<file path="src/sv/rgbhsl_pkg.sv">
// types, constants and the divider step for the rgb to hsl converter
package rgbhsl_pkg;

   localparam int COMP_W = 8;
   localparam int QUO_W = 15;
   localparam int NUM_W = COMP_W + QUO_W;
   localparam int SUM_W = COMP_W + 1;
   localparam int DIV_STEPS_PER_STAGE = 3;
   localparam int DIV_STAGES = QUO_W / DIV_STEPS_PER_STAGE;

   localparam int LIGHT_P_W = 21;
   localparam int LIGHT_RECIP_SHIFT = 26;
   localparam int LIGHT_PROD_W = 2 * LIGHT_P_W;
   localparam logic [LIGHT_P_W-1:0] LIGHT_RECIP = 21'd1315861;

   localparam logic [QUO_W-1:0] HUE_GREEN_BASE = 15'd7680;
   localparam logic [QUO_W-1:0] HUE_BLUE_BASE = 15'd15360;
   localparam logic [QUO_W-1:0] HUE_FULL_TURN = 15'd23040;
   localparam logic [QUO_W-1:0] PCT_FULL = 15'd25600;
   localparam logic [SUM_W-1:0] COMP_MAX = 9'd255;
   localparam logic [SUM_W-1:0] TWICE_COMP_MAX = 9'd510;

   typedef enum logic [1:0] {
      SECTOR_RED   = 2'd0,
      SECTOR_GREEN = 2'd1,
      SECTOR_BLUE  = 2'd2
   } sector_type;

   typedef struct packed {
      logic [COMP_W-1:0] rem;
      logic [QUO_W-1:0]  num;
      logic [QUO_W-1:0]  quo;
      logic [COMP_W-1:0] den;
   } div_lane_type;

   typedef struct packed {
      logic              valid;
      sector_type        sector;
      logic              neg;
      logic [COMP_W-1:0] diff;
      logic [COMP_W-1:0] range;
      logic [SUM_W-1:0]  sum;
      logic [COMP_W-1:0] den;
   } front_type;

   typedef struct packed {
      logic             valid;
      logic             grey;
      sector_type       sector;
      logic             neg;
      logic [QUO_W-1:0] light;
      div_lane_type     hue_lane;
      div_lane_type     sat_lane;
   } div_pipe_type;

   typedef struct packed {
      logic             valid;
      logic             grey;
      logic [QUO_W-1:0] hue;
      logic [QUO_W-1:0] sat;
      logic [QUO_W-1:0] light;
   } result_type;

   // restoring division, a few quotient bits per call
   function automatic div_lane_type div_step(div_lane_type lane_in);
      div_lane_type    lane;
      logic [COMP_W:0] trial;
      lane = lane_in;
      for (int i = 0; i < DIV_STEPS_PER_STAGE; i++) begin
         trial = {lane.rem, lane.num[QUO_W-1]};
         lane.num = {lane.num[QUO_W-2:0], 1'b0};
         if (trial >= {1'b0, lane.den}) begin
            trial = trial - {1'b0, lane.den};
            lane.quo = {lane.quo[QUO_W-2:0], 1'b1};
         end else begin
            lane.quo = {lane.quo[QUO_W-2:0], 1'b0};
         end
         lane.rem = trial[COMP_W-1:0];
      end
      return lane;
   endfunction

endpackage

</file>
<file path="src/sv/rgb_to_hsl_converter_top.sv">
// rgb to hsl converter: pipelined top level
//
// req channel: one sRGB pixel per transfer, red, green and blue in req_tdata.
// rsp channel: hue (degrees x 64), saturation and lightness (percent x 256)
// in rsp_tdata, grey flag in rsp_tuser. one result per pixel, in order.
// the req transfer reaches rsp_tvalid through one front stage, one numerator
// and lightness multiply stage, five divider stages (three quotient bits each,
// hue and saturation dividers side by side) and the output register.
// throughput: one pixel per cycle while the receiver keeps rsp_tready high.
// when the receiver stalls the whole pipeline holds and req_tready drops;
// nothing is lost or repeated, and req_tready returns with rsp_tready.
// req_tready is high whenever the output register is empty or being taken.
// reset (synchronous, active high) clears all valid bits; no pixel survives
// it and req_tready is high in the first cycle after it.
// grey pixels (max equals min) give hue 0 and saturation 0 with grey set.
module rgb_to_hsl_converter_top (
   input  logic        clock,
   input  logic        reset,
   input  logic        req_tvalid,
   output logic        req_tready,
   input  logic [23:0] req_tdata,  // red [7:0], green [15:8], blue [23:16]
   output logic        rsp_tvalid,
   input  logic        rsp_tready,
   output logic [47:0] rsp_tdata,  // hue [14:0], saturation [29:15], lightness [44:30]
   output logic [0:0]  rsp_tuser   // grey [0]
);

   logic advance;

   logic [rgbhsl_pkg::COMP_W-1:0] red;
   logic [rgbhsl_pkg::COMP_W-1:0] green;
   logic [rgbhsl_pkg::COMP_W-1:0] blue;
   logic [rgbhsl_pkg::COMP_W-1:0] hi;
   logic [rgbhsl_pkg::COMP_W-1:0] lo;
   logic [rgbhsl_pkg::SUM_W-1:0]  sum;
   logic [rgbhsl_pkg::SUM_W-1:0]  other_den;

   rgbhsl_pkg::front_type    front_ff;
   rgbhsl_pkg::front_type    front_in;
   rgbhsl_pkg::div_pipe_type div_ff [0:rgbhsl_pkg::DIV_STAGES];
   rgbhsl_pkg::div_pipe_type div_in [0:rgbhsl_pkg::DIV_STAGES];
   rgbhsl_pkg::result_type   out_ff;
   rgbhsl_pkg::result_type   out_in;

   logic [rgbhsl_pkg::NUM_W-1:0]        hue_num;
   logic [rgbhsl_pkg::NUM_W-1:0]        sat_num;
   logic [rgbhsl_pkg::LIGHT_P_W-1:0]    light_p;
   logic [rgbhsl_pkg::LIGHT_PROD_W-1:0] light_prod;

   logic [rgbhsl_pkg::QUO_W-1:0] hue_base;
   logic [rgbhsl_pkg::QUO_W-1:0] hue_q;
   logic [rgbhsl_pkg::QUO_W-1:0] hue_frac;

   assign advance    = !out_ff.valid || rsp_tready;
   assign req_tready = advance;

   // front stage: extremes, sector, distance and saturation divisor
   always_comb begin
      red   = req_tdata[7:0];
      green = req_tdata[15:8];
      blue  = req_tdata[23:16];
      hi = (red >= green) ? red : green;
      hi = (hi >= blue) ? hi : blue;
      lo = (red <= green) ? red : green;
      lo = (lo <= blue) ? lo : blue;
      sum = {1'b0, hi} + {1'b0, lo};
      other_den = rgbhsl_pkg::TWICE_COMP_MAX - sum;

      front_in.valid = req_tvalid;
      front_in.range = hi - lo;
      front_in.sum   = sum;
      front_in.den   = (sum < rgbhsl_pkg::COMP_MAX) ? sum[rgbhsl_pkg::COMP_W-1:0]
                                                    : other_den[rgbhsl_pkg::COMP_W-1:0];
      if (hi == red) begin
         front_in.sector = rgbhsl_pkg::SECTOR_RED;
         front_in.neg    = green < blue;
         front_in.diff   = (green < blue) ? blue - green : green - blue;
      end else if (hi == green) begin
         front_in.sector = rgbhsl_pkg::SECTOR_GREEN;
         front_in.neg    = blue < red;
         front_in.diff   = (blue < red) ? red - blue : blue - red;
      end else begin
         front_in.sector = rgbhsl_pkg::SECTOR_BLUE;
         front_in.neg    = red < green;
         front_in.diff   = (red < green) ? green - red : red - green;
      end
   end

   // numerators and lightness by reciprocal of 51
   always_comb begin
      hue_num = ({{rgbhsl_pkg::QUO_W{1'b0}}, front_ff.diff} << 12)
              - ({{rgbhsl_pkg::QUO_W{1'b0}}, front_ff.diff} << 8);
      sat_num = ({{rgbhsl_pkg::QUO_W{1'b0}}, front_ff.range} << 14)
              + ({{rgbhsl_pkg::QUO_W{1'b0}}, front_ff.range} << 13)
              + ({{rgbhsl_pkg::QUO_W{1'b0}}, front_ff.range} << 10);
      light_p = ({{(rgbhsl_pkg::LIGHT_P_W-rgbhsl_pkg::SUM_W){1'b0}}, front_ff.sum} << 11)
              + ({{(rgbhsl_pkg::LIGHT_P_W-rgbhsl_pkg::SUM_W){1'b0}}, front_ff.sum} << 9);
      light_prod = {{rgbhsl_pkg::LIGHT_P_W{1'b0}}, light_p}
                 * {{rgbhsl_pkg::LIGHT_P_W{1'b0}}, rgbhsl_pkg::LIGHT_RECIP};

      div_in[0].valid  = front_ff.valid;
      div_in[0].grey   = front_ff.range == '0;
      div_in[0].sector = front_ff.sector;
      div_in[0].neg    = front_ff.neg;
      div_in[0].light  = light_prod[rgbhsl_pkg::LIGHT_RECIP_SHIFT +: rgbhsl_pkg::QUO_W];
      div_in[0].hue_lane.rem = hue_num[rgbhsl_pkg::NUM_W-1 -: rgbhsl_pkg::COMP_W];
      div_in[0].hue_lane.num = hue_num[rgbhsl_pkg::QUO_W-1:0];
      div_in[0].hue_lane.quo = '0;
      div_in[0].hue_lane.den = front_ff.range;
      div_in[0].sat_lane.rem = sat_num[rgbhsl_pkg::NUM_W-1 -: rgbhsl_pkg::COMP_W];
      div_in[0].sat_lane.num = sat_num[rgbhsl_pkg::QUO_W-1:0];
      div_in[0].sat_lane.quo = '0;
      div_in[0].sat_lane.den = front_ff.den;
   end

   // divider stages
   for (genvar s = 1; s <= rgbhsl_pkg::DIV_STAGES; s++) begin : g_div
      always_comb begin
         div_in[s] = div_ff[s-1];
         div_in[s].hue_lane = rgbhsl_pkg::div_step(div_ff[s-1].hue_lane);
         div_in[s].sat_lane = rgbhsl_pkg::div_step(div_ff[s-1].sat_lane);
      end
   end

   // hue assembly: falling sectors use the ceiling of the quotient
   always_comb begin
      hue_q    = div_ff[rgbhsl_pkg::DIV_STAGES].hue_lane.quo;
      hue_frac = hue_q + {{(rgbhsl_pkg::QUO_W-1){1'b0}},
                          |div_ff[rgbhsl_pkg::DIV_STAGES].hue_lane.rem};
      case (div_ff[rgbhsl_pkg::DIV_STAGES].sector)
         rgbhsl_pkg::SECTOR_RED:
            hue_base = div_ff[rgbhsl_pkg::DIV_STAGES].neg ? rgbhsl_pkg::HUE_FULL_TURN : '0;
         rgbhsl_pkg::SECTOR_GREEN: hue_base = rgbhsl_pkg::HUE_GREEN_BASE;
         rgbhsl_pkg::SECTOR_BLUE:  hue_base = rgbhsl_pkg::HUE_BLUE_BASE;
         default:                  hue_base = '0;
      endcase

      out_in.valid = div_ff[rgbhsl_pkg::DIV_STAGES].valid;
      out_in.grey  = div_ff[rgbhsl_pkg::DIV_STAGES].grey;
      out_in.light = div_ff[rgbhsl_pkg::DIV_STAGES].light;
      if (div_ff[rgbhsl_pkg::DIV_STAGES].grey) begin
         out_in.hue = '0;
         out_in.sat = '0;
      end else begin
         out_in.hue = div_ff[rgbhsl_pkg::DIV_STAGES].neg ? hue_base - hue_frac
                                                         : hue_base + hue_q;
         out_in.sat = div_ff[rgbhsl_pkg::DIV_STAGES].sat_lane.quo;
      end
   end

   always_ff @(posedge clock) begin
      if (reset) begin
         front_ff.valid <= 1'b0;
         out_ff.valid   <= 1'b0;
         for (int s = 0; s <= rgbhsl_pkg::DIV_STAGES; s++) begin
            div_ff[s].valid <= 1'b0;
         end
      end else if (advance) begin
         front_ff <= front_in;
         out_ff   <= out_in;
         for (int s = 0; s <= rgbhsl_pkg::DIV_STAGES; s++) begin
            div_ff[s] <= div_in[s];
         end
      end
   end

   assign rsp_tvalid = out_ff.valid;
   assign rsp_tdata  = {3'b000, out_ff.light, out_ff.sat, out_ff.hue};
   assign rsp_tuser  = out_ff.grey;

   // grey results carry zero hue and saturation
   assert property (@(posedge clock) disable iff (reset)
      out_ff.valid && out_ff.grey |-> out_ff.hue == '0 && out_ff.sat == '0)
      else $error("grey result with nonzero hue or saturation");

   // coloured results stay inside their ranges
   assert property (@(posedge clock) disable iff (reset)
      out_ff.valid && !out_ff.grey |-> out_ff.hue < rgbhsl_pkg::HUE_FULL_TURN
         && out_ff.sat != '0 && out_ff.sat <= rgbhsl_pkg::PCT_FULL)
      else $error("hue or saturation out of range");

   assert property (@(posedge clock) disable iff (reset)
      out_ff.valid |-> out_ff.light <= rgbhsl_pkg::PCT_FULL)
      else $error("lightness out of range");

   // nothing leaves the pipeline right after reset
   assert property (@(posedge clock) reset |=> !out_ff.valid && !front_ff.valid)
      else $error("valid bits survive reset");

endmodule

</file>
<file path="config.mk">
export PLATFORM = sky130hd
export DESIGN_NAME = rgb_to_hsl_converter_top
export DESIGN_NICKNAME = d
export VERILOG_FILES = /design/src/sv/rgbhsl_pkg.sv /design/src/sv/rgb_to_hsl_converter_top.sv
export SDC_FILE = /design/constraint.sdc
export NUM_CORES = 1
export LEC_CHECK = 0
export ABC_AREA = 1
export BUFFER_PORTS_ARGS = -buffer_cell sky130_fd_sc_hd__buf_2
export CORE_MARGIN = 2
export CORE_UTILIZATION = 49
export DETAILED_ROUTE_END_ITERATION = 8
export SYNTH_ARGS = -nofsm -noshare
export SYNTH_HDL_FRONTEND = slang
export SYNTH_SLANG_ARGS = --single-unit
export TNS_END_PERCENT = 50
</file>
<file path="constraint.sdc">
create_clock -name clock -period 69 [get_ports clock]
set_input_delay 10.35 -clock clock [delete_from_list [all_inputs] [get_ports clock]]
set_output_delay 10.35 -clock clock [all_outputs]
set_load 0.01 [all_outputs]
</file>
; ---- Word level (Yosys, flattened, before mapping)
; Memory sizes are Yosys's and may differ from the RTL's.
; Index checks and enable logic that the tools add are counted.
[totals]
ram_bits = 672
word_cells = 199
ff_bits = 84
output_inout_bits = 51
mem_bits_ro = 0
latch_bits = 0
memories = 1
[memory_table]
columns = memory, depth, word_bits, rd, rd_clocked_by_memory_dff, write_ports, line
row1 = div_ff, 6, 112, 6, 0, 6, rgb_to_hsl_converter_top.sv:40  ; rgbhsl_pkg::div_pipe_type div_ff [0:rgbhsl_pkg::DIV_STAGES];
[op_classes]
shift = 0
addsub = 46
eq_ne = 4
magnitude_cmp = 38
n_div = 0
mux = 84
n_mul = 1
reduce_logical = 6
bitwise_logic = 7
[ops]
columns = cell, n
row1 = 8-bit two-way mux, 38
row2 = 8-bit subtractor, 37
row3 = 9-bit by 8-bit >= comparator with 1-bit output, 30
row4 = 15-bit case mux with 3 select lines, 1
row5 = "21-bit by 21-bit multiplier with 41-bit output, second input constant", 1
row6 = 1-bit two-way mux, 41
row7 = 15-bit two-way mux, 2
row8 = 8-bit less-than comparator, 3
row9 = 22-bit by 21-bit adder with 23-bit output, 1
row10 = 23-bit by 18-bit adder with 23-bit output, 1
row11 = 20-bit by 18-bit adder with 21-bit output, 1
row12 = 20-bit by 16-bit subtractor with 21-bit output, 1
row13 = 8-bit == test, 2
row14 = 8-bit >= comparator, 2
row15 = 8-bit <= comparator, 2
row16 = 15-bit by 1-bit adder with 15-bit output, 1
row17 = 15-bit adder, 1
row18 = 15-bit subtractor, 1
row19 = 11-bit two-way mux, 1
row20 = 8-bit by 8-bit adder with 9-bit output, 1
row21 = "9-bit by 8-bit less-than comparator with 1-bit output, second input constant", 1
row22 = 9-bit two-way mux, 1
row23 = 8-bit logical NOT, 1
row24 = 8-bit OR reduction, 1
row25 = other kinds (9), 14

; ---- Logic depth before layout (Yosys ltp)
[depth]
depth_word = 7
depth_mapped = 38
depth_no_buf = 36

; ---- Worst setup path after synthesis
; Ideal clock, no wire load.
[synth_timing]
kind = input to register
from = input rsp_tready
to = memory div_ff[0][111] (netlist bit) (data pin)
setup_slack_ps = 36234
path_stages = 4
path_buffers = 0
arrival_ps = 32513
path_cell_list = nor2_1 nor2_1 inv_1 nor2_1
[synth_lines]
columns = item, line
row1 = start: declaration, rgb_to_hsl_converter_top.sv:23  ; input logic rsp_tready,
row2 = end: declaration, rgb_to_hsl_converter_top.sv:40

; ---- Worst setup path after layout
[layout_timing]
from = input rsp_tready
to = output req_tready
[layout_between]
elab_chain_len = 1
[layout_lines]
columns = item, line
row1 = 1-bit logical OR, rgb_to_hsl_converter_top.sv:54  ; assign advance = !out_ff.valid || rsp_tready;
row2 = end: declaration, rgb_to_hsl_converter_top.sv:20  ; output logic req_tready,
; Every way passes these cells.

==> report_table.html <==
<table>
<tr><th>Metric</th><th>Value</th></tr>
<tr><th colspan="2">Drt</th></tr>
<tr><td>Wire length on met3</td><td>2.21 mm</td></tr>
<tr><td>M1 WL</td><td>about 33 mm</td></tr>
<tr><td>Number of routed nets with antenna violations</td><td>0</td></tr>
<tr><td>DR pass1 iterations</td><td>5</td></tr>
<tr><td>Remaining routing DRC violations</td><td>0</td></tr>
<tr><td>Starting DRT DRC Count</td><td>between 1,000 and 1,500</td></tr>
<tr><td>Via count</td><td>25,800</td></tr>
<tr><td>Via count normalized by instance count</td><td>5.19</td></tr>
<tr><td>Drt wl/cell</td><td>around 14 µm</td></tr>
<tr><td>Overall routed net length</td><td>72.0 mm</td></tr>
<tr><td>Met2 routed WL</td><td>35.0 mm</td></tr>
<tr><td>Max Used Layer</td><td>met4</td></tr>
<tr><th colspan="2">Place</th></tr>
<tr><td>Count of buffers inserted at the top-level ports</td><td>75</td></tr>
<tr><td>Placed wire-length estimate after detailed placement</td><td>56.4 mm</td></tr>
<tr><td>Gpl congestion</td><td>between 0.9 and 1</td></tr>
<tr><th colspan="2">Setup path</th></tr>
<tr><td>Worst r2r dst</td><td>div_ff[2][85]</td></tr>
<tr><td>CP Capture Type</td><td>output pin</td></tr>
<tr><td>Required time at the worst-slack endpoint</td><td>58,650 ps</td></tr>
<tr><td>Path depth of the worst reg2reg path</td><td>31</td></tr>
<tr><td>Startpoint kind of the worst setup timing path</td><td>input pin</td></tr>
<tr><td>Maximum fanout count along the critical path</td><td>3</td></tr>
<tr><td>Arrival time at the worst endpoint</td><td>10,920 ps</td></tr>
<tr><td>Worst reg-to-reg setup slack</td><td>61,990 ps</td></tr>
<tr><td>Worst Setup SP</td><td>rsp_tready</td></tr>
<tr><td>Reg2reg start</td><td>div_ff[1][47]</td></tr>
<tr><td>Worst Setup Path Type</td><td>input pin to output pin</td></tr>
<tr><th colspan="2">Min path</th></tr>
<tr><td>Type of the tightest min-delay check</td><td>register to register</td></tr>
<tr><td>Capture endpoint of the worst hold path</td><td>div_ff[5][67]</td></tr>
<tr><td>Hold path cells</td><td>0</td></tr>
<tr><td>Worst hold path startpoint</td><td>div_ff[4][64]</td></tr>
<tr><th colspan="2">Synth</th></tr>
<tr><td>Most common flop cell mapped by yosys</td><td>edfxtp_1</td></tr>
<tr><td>Fraction of post-synthesis cell area in the top cell type by area</td><td>0.393</td></tr>
<tr><td>Synth Area per Inst</td><td>9.13 µm²</td></tr>
<tr><td>Number of flops mapped to enable cells by yosys</td><td>between 400 and 500</td></tr>
<tr><td>Synthesis Warnings</td><td>0</td></tr>
<tr><td>Top cells by area in the synthesized netlist</td><td>edfxtp_1 39%, ha_1 18%, nand2_1 7.7%</td></tr>
<tr><td>Synthesized flop and latch total</td><td>467</td></tr>
<tr><td>Number of distinct standard cells referenced by the synthesized netlist</td><td>62</td></tr>
<tr><td>Top cell type by total area after synthesis</td><td>edfxtp_1</td></tr>
<tr><td>Cells after Synth</td><td>3,888</td></tr>
<tr><td>Cell Area, Synth</td><td>35,500 µm²</td></tr>
<tr><td>Async SR Flop Fraction</td><td>0</td></tr>
<tr><td>Sequential fraction of the synthesis area</td><td>0.394</td></tr>
<tr><th colspan="2">Clocking</th></tr>
<tr><td>Clock latency on the worst-skew pair</td><td>610 ps</td></tr>
<tr><td>Clock tree from TritonCTS</td><td>done</td></tr>
<tr><td>Hold-fix buffers, CTS</td><td>0</td></tr>
<tr><td>Number of buffers on the longest clock path</td><td>3</td></tr>
<tr><td>Buffer type at the clock tree root</td><td>clkbuf_16</td></tr>
<tr><td>Cts bufs inserted</td><td>52</td></tr>
<tr><td>Clock transition at the registers of the reported paths</td><td>60 ps</td></tr>
<tr><td>Number of H-tree branching levels</td><td>2</td></tr>
<tr><td>Total of cells resized after clock tree synthesis</td><td>0</td></tr>
<tr><td>Number of setup buffers added after CTS</td><td>0</td></tr>
<tr><td>Number of sinks driven by the clock tree</td><td>467</td></tr>
<tr><th colspan="2">Timing</th></tr>
<tr><td>Max-slew violation total from the final report</td><td>0</td></tr>
<tr><td>Worst slew margin relative to its limit</td><td>0.278</td></tr>
<tr><td>Minimum clock period after layout</td><td>21,270 ps</td></tr>
<tr><td>Unrepaired setup endpoints after global routing</td><td>false</td></tr>
<tr><td>Final setup violating endpoints</td><td>0</td></tr>
<tr><td>Setup skew after layout</td><td>21.7 ps</td></tr>
<tr><td>Slew at the pin closest to its max-slew limit</td><td>1080 ps</td></tr>
<tr><td>Upper clock frequency limit</td><td>0.0470 GHz</td></tr>
<tr><td>Final cycle utilization of the critical path</td><td>0.308</td></tr>
<tr><td>Hold violation total from the final report</td><td>0</td></tr>
<tr><td>Sum of negative setup slack</td><td>0 ps</td></tr>
<tr><th colspan="2">Cells and area</th></tr>
<tr><td>Fillers</td><td>approximately 6,600</td></tr>
<tr><td>Synth-to-layout area growth</td><td>8.78%</td></tr>
<tr><td>Number of diodes</td><td>0</td></tr>
<tr><td>Final core utilization</td><td>0.539</td></tr>
<tr><td>Highest-count cells in the layout ignoring fill and taps</td><td>725 x nand2_1, 522 x inv_1, 503 x ha_1</td></tr>
<tr><td>Post-layout nets</td><td>between 4,000 and 5,000</td></tr>
<tr><td>Share of post-route cells with drive strength above 1</td><td>0.0610</td></tr>
<tr><td>Most common cell after layout, fill and taps aside</td><td>nand2_1</td></tr>
<tr><th colspan="2">Floorplan</th></tr>
<tr><td>Starting Density</td><td>0.496</td></tr>
<tr><td>Chip Height</td><td>273 µm</td></tr>
<tr><td>I/O pin total</td><td>between 70 and 80</td></tr>
<tr><td>Row cnt</td><td>98</td></tr>
<tr><td>Core Area</td><td>71,600 µm²</td></tr>
<tr><td>DIE AREA</td><td>around 75,000 µm²</td></tr>
<tr><td>Die X-Extent</td><td>approximately 270 µm</td></tr>
<tr><th colspan="2">Global route</th></tr>
<tr><td>Overflow left after global routing</td><td>0</td></tr>
<tr><td>Initial antenna violation count</td><td>0</td></tr>
<tr><td>Global-route usage over all layers</td><td>0.194</td></tr>
<tr><td>Global-route wire length before repair</td><td>between 100 and 150 mm</td></tr>
<tr><td>Maximum number of pins on one net before global-route repair</td><td>188</td></tr>
<tr><td>Number of global-route vias before repair</td><td>24,600</td></tr>
<tr><th colspan="2">Outcome</th></tr>
<tr><td>Result of the run</td><td>finished, final reports clean</td></tr>
<tr><th colspan="2">Run</th></tr>
<tr><td>Number of max-cap violations</td><td>0</td></tr>
</table>
-- synthesized netlist by cell type, types with 41 or more instances --
cell type and count:
a21oi_1 337, edfxtp_1 465, fa_1 53, ha_1 503
inv_1 522, nand2_1 725, nand3_1 150, nand4_1 48
nor2_1 264, nor3_1 41, o21ai_0 210, xnor2_1 89
xor2_1 171
-- critical path, cell delays in order --
cell    delay [ps]
buf_2          100
nor2_1         240
inv_1           80
buf_2          150
-- per-layer routing --
| layer | track usage | vias up |
|---|---|---|
| li1 | - | 13500 |
| met1 | 0.257 | 11800 |
| met2 | 0.339 | 319 |
| met3 | 0.0221 | 98 |
| met4 | 0.0479 | 0 |
| met5 | 0 | - |
-- sequential cells by signal (all words and copies together) (netlist names) --
| name | cells |
|---|---|
| div_in | 19 |
| div_ff | 385 |
| rsp_tvalid | 1 |
| front_ff | 16 |
| rsp_tuser | 1 |
| rsp_tdata | 45 |
-- area by class of cell --
cell class | instances | area (µm²) | area share
flip-flops and latches | 467 | 14000 | 0.362
well taps | 950 | 1190 | 0.0308
clock inverters | 41 | 438 | 0.0113
multi-input cells | 2840 | 19200 | 0.498
repair buffers | 82 | 453 | 0.0117
clock buffers | 55 | 1310 | 0.0340
inverters | 534 | 2010 | 0.0520
-- per-stage QoR --
stage	worst slack [ps]	instances	cell area [µm²]	hold slack, ps
5_1_grt	47650	4969	38600	416
3_3_place_gp	47710	4873	36900	401
3_5_place_dp	47730	4873	36900	405
6_report	47730	4969	38600	411
2_1_floorplan	36230	3890	35500	400
4_1_cts	47730	4969	38600	408
-- kinds of logic after synthesis --
| logic type | share of synthesized area |
|---|---|
| buffers and inverters | 0.0647 |
| muxes | 0.000564 |
| adders and majority gates | 0.207 |
| and+or+nand+nor | 0.157 |
| DFF | 0.394 |
| other | 0.000106 |
| AOI/OAI and AO/OA | 0.112 |
| xor gates and xnor gates | 0.0641 |
-- how the worst max path moves through the flow --
| stage | to | slack [ps] | cells past startpoint |
|---|---|---|---|
| global placement | req_tready | 47710 | 4 |
| floorplan | div_ff[0][111] | 36230 | 4 |
| global route | req_tready | 47650 | 4 |
| finish | req_tready | 47730 | 4 |
| CTS | req_tready | 47730 | 4 |
| detailed placement | req_tready | 47730 | 4 |
Power is not shown: default switching activity piles up to over one toggle a cycle in this logic, so the estimate is an artifact.
